===== config.mk =====
export PLATFORM = sky130hd
export DESIGN_NAME = hrp_div
export DESIGN_NICKNAME = d
export VERILOG_FILES = /design/src/hdl/hrp_pkg.sv /design/src/hdl/hrp_div.sv
export SDC_FILE = /design/constraint.sdc
export NUM_CORES = 1
export LEC_CHECK = 0
export ABC_AREA = 1
export BUFFER_PORTS_ARGS = -buffer_cell sky130_fd_sc_hd__buf_4
export CELL_PAD_IN_SITES_DETAIL_PLACEMENT = 0
export CELL_PAD_IN_SITES_GLOBAL_PLACEMENT = 1
export CORE_MARGIN = 4
export CORE_UTILIZATION = 42
export CTS_CLUSTER_SIZE = 40
export DETAILED_ROUTE_END_ITERATION = 12
export PLACE_DENSITY_LB_ADDON = 0.2
export SLEW_MARGIN = 15
export SYNTH_ARGS = -nofsm -noshare
export SYNTH_HDL_FRONTEND = slang
export SYNTH_SLANG_ARGS = --single-unit

===== constraint.sdc =====
create_clock -name clk -period 2.9 [get_ports clk]
set_input_delay 0.29 -clock clk [delete_from_list [all_inputs] [get_ports clk]]
set_output_delay 0.29 -clock clk [all_outputs]
set_load 0.005 [all_outputs]

===== src/hdl/hrp_pkg.sv =====
// ----------------------------------------------------------------------------
// hrp_pkg
// Shared types and constants of the heart-rate packet parser: result codes,
// flag bit positions, sequencer states and the divider request/response.
// ----------------------------------------------------------------------------
package hrp_pkg;

    localparam int RATE_W    = 8;
    localparam int CNT_W     = 16;
    localparam int TOT_W     = 24;
    localparam int ENERGY_W  = 16;
    localparam int RR_W      = 7;
    localparam int POS_W     = 8;
    localparam int DIV_STEPS = 8;
    localparam int STEP_W    = $clog2(DIV_STEPS);

    localparam logic [CNT_W-1:0] WINDOW_LENGTH_RESET = 16'd28800;

    // result status codes
    localparam logic [1:0] STATUS_OK     = 2'd0;
    localparam logic [1:0] STATUS_FORMAT = 2'd1;
    localparam logic [1:0] STATUS_SHORT  = 2'd2;

    // flag byte bit positions
    localparam int FLAG_FORMAT  = 0;
    localparam int FLAG_CONTACT = 1;
    localparam int FLAG_SUPPORT = 2;
    localparam int FLAG_ENERGY  = 3;
    localparam int FLAG_RR      = 4;

    localparam logic [POS_W-1:0] POS_MAX         = 8'd255;
    localparam logic [POS_W-1:0] FIXED_PLAIN     = 8'd2;
    localparam logic [POS_W-1:0] FIXED_ENERGY    = 8'd4;
    localparam logic [RATE_W-1:0] RATE_MIN_RESET = 8'd255;
    localparam logic [RATE_W-1:0] RATE_MAX_RESET = 8'd0;

    typedef enum logic [2:0] {
        ST_IDLE,
        ST_EVAL,
        ST_UPDATE,
        ST_DIVIDE,
        ST_RESULT
    } state_t;

    typedef struct packed {
        logic               start;
        logic [TOT_W-1:0]   dividend;
        logic [CNT_W-1:0]   divisor;
    } div_req_t;

    typedef struct packed {
        logic               done;
        logic [RATE_W-1:0]  quotient;
    } div_rsp_t;

    typedef struct packed {
        logic [1:0]          status;
        logic [RATE_W-1:0]   heart_rate;
        logic                contact_detected;
        logic                contact_supported;
        logic                energy_present;
        logic [ENERGY_W-1:0] energy_value;
        logic                rr_present;
        logic [RR_W-1:0]     rr_count;
        logic [RATE_W-1:0]   min_rate;
        logic [RATE_W-1:0]   max_rate;
        logic [RATE_W-1:0]   avg_rate;
        logic [CNT_W-1:0]    sample_count;
    } res_t;

endpackage


===== src/hdl/hrp_div.sv =====
// ----------------------------------------------------------------------------
// hrp_div
// Iterative restoring divider for the window average: one compare and
// subtract per cycle, eight quotient bits, quotient known to fit in 8 bits.
// ----------------------------------------------------------------------------
module hrp_div
    import hrp_pkg::*;
(
    input  logic     clk,
    input  logic     rst_n,
    input  div_req_t req,
    output div_rsp_t rsp
);

    localparam logic [STEP_W-1:0] STEP_LAST = STEP_W'(DIV_STEPS - 1);

    logic              busy_reg,  busy_next;
    logic              done_reg,  done_next;
    logic [STEP_W-1:0] step_reg,  step_next;
    logic [TOT_W-1:0]  rem_reg,   rem_next;
    logic [TOT_W-1:0]  dsh_reg,   dsh_next;
    logic [RATE_W-1:0] quot_reg,  quot_next;
    logic              ge;

    assign ge = (rem_reg >= dsh_reg);

    always_comb
    begin
        busy_next = busy_reg;
        done_next = 1'b0;
        step_next = step_reg;
        rem_next  = rem_reg;
        dsh_next  = dsh_reg;
        quot_next = quot_reg;
        if (req.start)
        begin
            // align the divisor with the top quotient bit
            busy_next = 1'b1;
            step_next = '0;
            rem_next  = req.dividend;
            dsh_next  = TOT_W'(req.divisor) << (DIV_STEPS - 1);
            quot_next = '0;
        end
        else if (busy_reg)
        begin
            if (ge)
            begin
                rem_next = rem_reg - dsh_reg;
            end
            quot_next = {quot_reg[RATE_W-2:0], ge};
            dsh_next  = dsh_reg >> 1;
            step_next = step_reg + 1'b1;
            if (step_reg == STEP_LAST)
            begin
                busy_next = 1'b0;
                done_next = 1'b1;
            end
        end
    end

    always_ff @(posedge clk or negedge rst_n)
    begin
        if (!rst_n)
        begin
            busy_reg <= 1'b0;
            done_reg <= 1'b0;
            step_reg <= '0;
        end
        else
        begin
            busy_reg <= busy_next;
            done_reg <= done_next;
            step_reg <= step_next;
        end
    end

    always_ff @(posedge clk)
    begin
        rem_reg  <= rem_next;
        dsh_reg  <= dsh_next;
        quot_reg <= quot_next;
    end

    assign rsp.done     = done_reg;
    assign rsp.quotient = quot_reg;

endmodule


==> impl_results.md <==
* Commonest cells after routing, fill and taps aside: nand2_1 (225), inv_1 (107), buf_4 (58)
* Syn Nets at 674
* Met2 Use GR at 33.85%
* CP arrival at 2420 ps
* Die X at 108.5 µm
* P&R area growth vs syn at 17.43%
* Initial drt markers at 132
* Synth cell types at 36
* Crit path capture type: register
* Area of the die at 11770 µm²
* Drt pass-1 iters at 4
* Final routed DRC violation total at 0
* Final Max Slew Viols at 0
* Crit Path Class: reg2reg
* Gr usage total at 19.88%
* Slew @ Worst Pin at 484.7 ps
* Worst-path clk slew at 70 ps
* MaxCap Viol Count at 0
* Max FO, Critical Path at 13
* HPWL Detailed at 8.500 mm
* Fin cells at 801
* Status: finished, final reports clean
* Setup TNS at 0 ps
* Final min period at 2330 ps
* N_diodes at 0
* H-Tree Depth at 3
* GRT Residual Overflow at 0
* Pwr Density at 920.1 nW/µm²
* Most common cell after layout, fill and taps aside: nand2_1
* Synthesized area at 4242 µm²
* Die height at 108.5 µm
* Gr busiest metal: met2
* Total wire length at 10.65 mm
* Post-Synthesis Cells at 605
* Critical-path cell list: inv_1 > ha_1 > inv_1 > fa_1 > nand2_1 > nand2_1 > and2_4 > nand2_4 > nand2_4 > nand2_1 > nand4_1 > nand2_1 > nand2_1 > buf_4
* Worst VDD drop at 475.8 µV
* Met3 usage at 4.000%
* Clock Tree Buf Depth at 2
* Fin crit share at 80.35%
* Routed Antenna Nets at 0
* Postcts setup bufs at 0
* Clock Sinks at 60
* CP top delay family: simple AND/OR/NAND/NOR gates
* Clock latency on the worst-skew pair at 350 ps
* Final Hold Viols at 0
* Vias per cell at 4.684
* Starting density of the core at 43.20%
* Crit path max-delay cell type: fa_1
* Nets at 732
* Largest register FFs at 24
* Sequential area share after synthesis at 38.35%
* Flops & latches, synth at 60
* Core box area at 9819 µm²
* Bufs and invs on worst path at 3
* IO Count at 52
* Via total after detailed routing at 3752
* CTS Root Cell: clkbuf_8
* WL/cell at 13.29 µm
* Synth Area per Inst at 7.011 µm²
* Hold_buf cts at 1
* CP most frequent cell: nand2_1
* Vias in the first global route at 3848
* CTS tree: built
* Finish-stage setup viols at 0
* Gpl congestion at 0.8570
* RSZ-0062 raised after global routing: false
* Placement Rows at 36
* Number of CTS-inserted buffers at 9
* LEAKAGE at 2.570 nW
* Crit path launch type: register
* DP Cell Count at 784
* Port bufs at 51
* Min-delay worst type: in2reg
* Yosys Warn Count at 0
* Post-CTS sizing at 0
* Slew HR at 67.65%
* Hold slack final at 203.4 ps
* Power, Total at 4.583 mW
* Met1 Usage GRT at 25.46%
* WP data required at 2990 ps
* Largest net degree at the start of global routing at 27
* Initial antenna violation count at 0
* CP peak stage delay at 420 ps
* Share of cells above drive strength 1 at 15.87%
* Fmax at 429.1 MHz
* First-pass GRT wire length at 18.08 mm
* Fin Clk Skew at 8.745 ps
==> area by class of cell <==
type | instances | area (µm²)
clock buffers | 13 | 180.2
multi-input cells | 418 | 2115
inverters | 115 | 431.7
repair buffers | 59 | 445.4
clock inverters | 3 | 16.27
fillers | 1076 | 4838
flip-flops and latches | 60 | 1627
well taps | 133 | 166.4
==> metal layers <==
layer	routed length, µm	vias up
met5	0	-
met4	85	0
met3	360	6
met2	5252	47
met1	4946	1690
li1	-	2009
==> Yosys cell counts (all sizes together) <==
cell type    n  share of area [%]
nand2      238                 22
inv        114                 10
edfxtp      40                 28
nor2        38                4.2
nand3       36                4.5
o21ai       27                3.2
ha          25                7.4
dfxtp       15                7.1
a21oi       13                1.8
o22ai       11                1.6
buf          7                1.2
nand3b       7                1.2
nand4        7                1.0
or2          6               0.89
clkbuf       5               0.44
dfrtp        5                2.9
nor3         3               0.35
a22o         2               0.41
and2         2               0.35
clkinv       1              0.088
fa           1               0.47
o21bai       1               0.18
xnor2        1               0.21
==> worst min-delay path, delay by kind of cell <==
family | cells | cell delay (ps)
buffers and inverters | 2 | 120
AND/OR/NAND/NOR | 1 | 40
==> cells by family (layout without fill, tap and decap cells) <==
| group | count (synthesis) | count (layout) | synth area share [%] |
|---|---|---|---|
| flops | 60 | 60 | 38.35 |
| fa+ha+maj | 26 | 26 | 7.847 |
| compound gates | 54 | 54 | 7.198 |
| simple gates | 337 | 337 | 34.60 |
| buf+inv | 127 | 190 | 11.80 |
| xor+xnor | 1 | 1 | 0.2065 |
==> report_power, final <==
group / switching [mW] / internal (mW)
Clock: 0.344 / 0.407
Sequential: 0.0818 / 1.19
Combinational: 1.65 / 0.905
==> worst paths after layout <==
kind / slack [ps] / startpoint / depth (start not counted) / endpoint
max: 570 / rem_reg[0]$_DFFE_PP_ / 14 / rem_reg[5]$_DFFE_PP_
min: 200 / req[15] / 3 / dsh_reg[22]$_DFFE_PP_
max reg2reg: 570 / rem_reg[0]$_DFFE_PP_ / 14 / rem_reg[5]$_DFFE_PP_
min reg2reg: 470 / dsh_reg[0]$_SDFFE_PP0P_ / 2 / dsh_reg[0]$_SDFFE_PP0P_
max in group asynchronous: 2510 / rst_n / 2 / step_reg[2]$_DFFE_PN0P_
min in group asynchronous: 280 / rst_n / 2 / done_reg$_DFF_PN0_
==> metrics by stage <==
stage	utilization [%]	worst slack [ps]	area [µm²]
6_report	50.73	569.7	4981
5_1_grt	50.73	372.5	4981
4_1_cts	50.73	553.5	4981
3_5_place_dp	48.62	558.7	4775
3_3_place_gp	48.62	669.0	4775
2_1_floorplan	-	467.7	4242
Note: power is estimated with default switching activity, not from simulation.
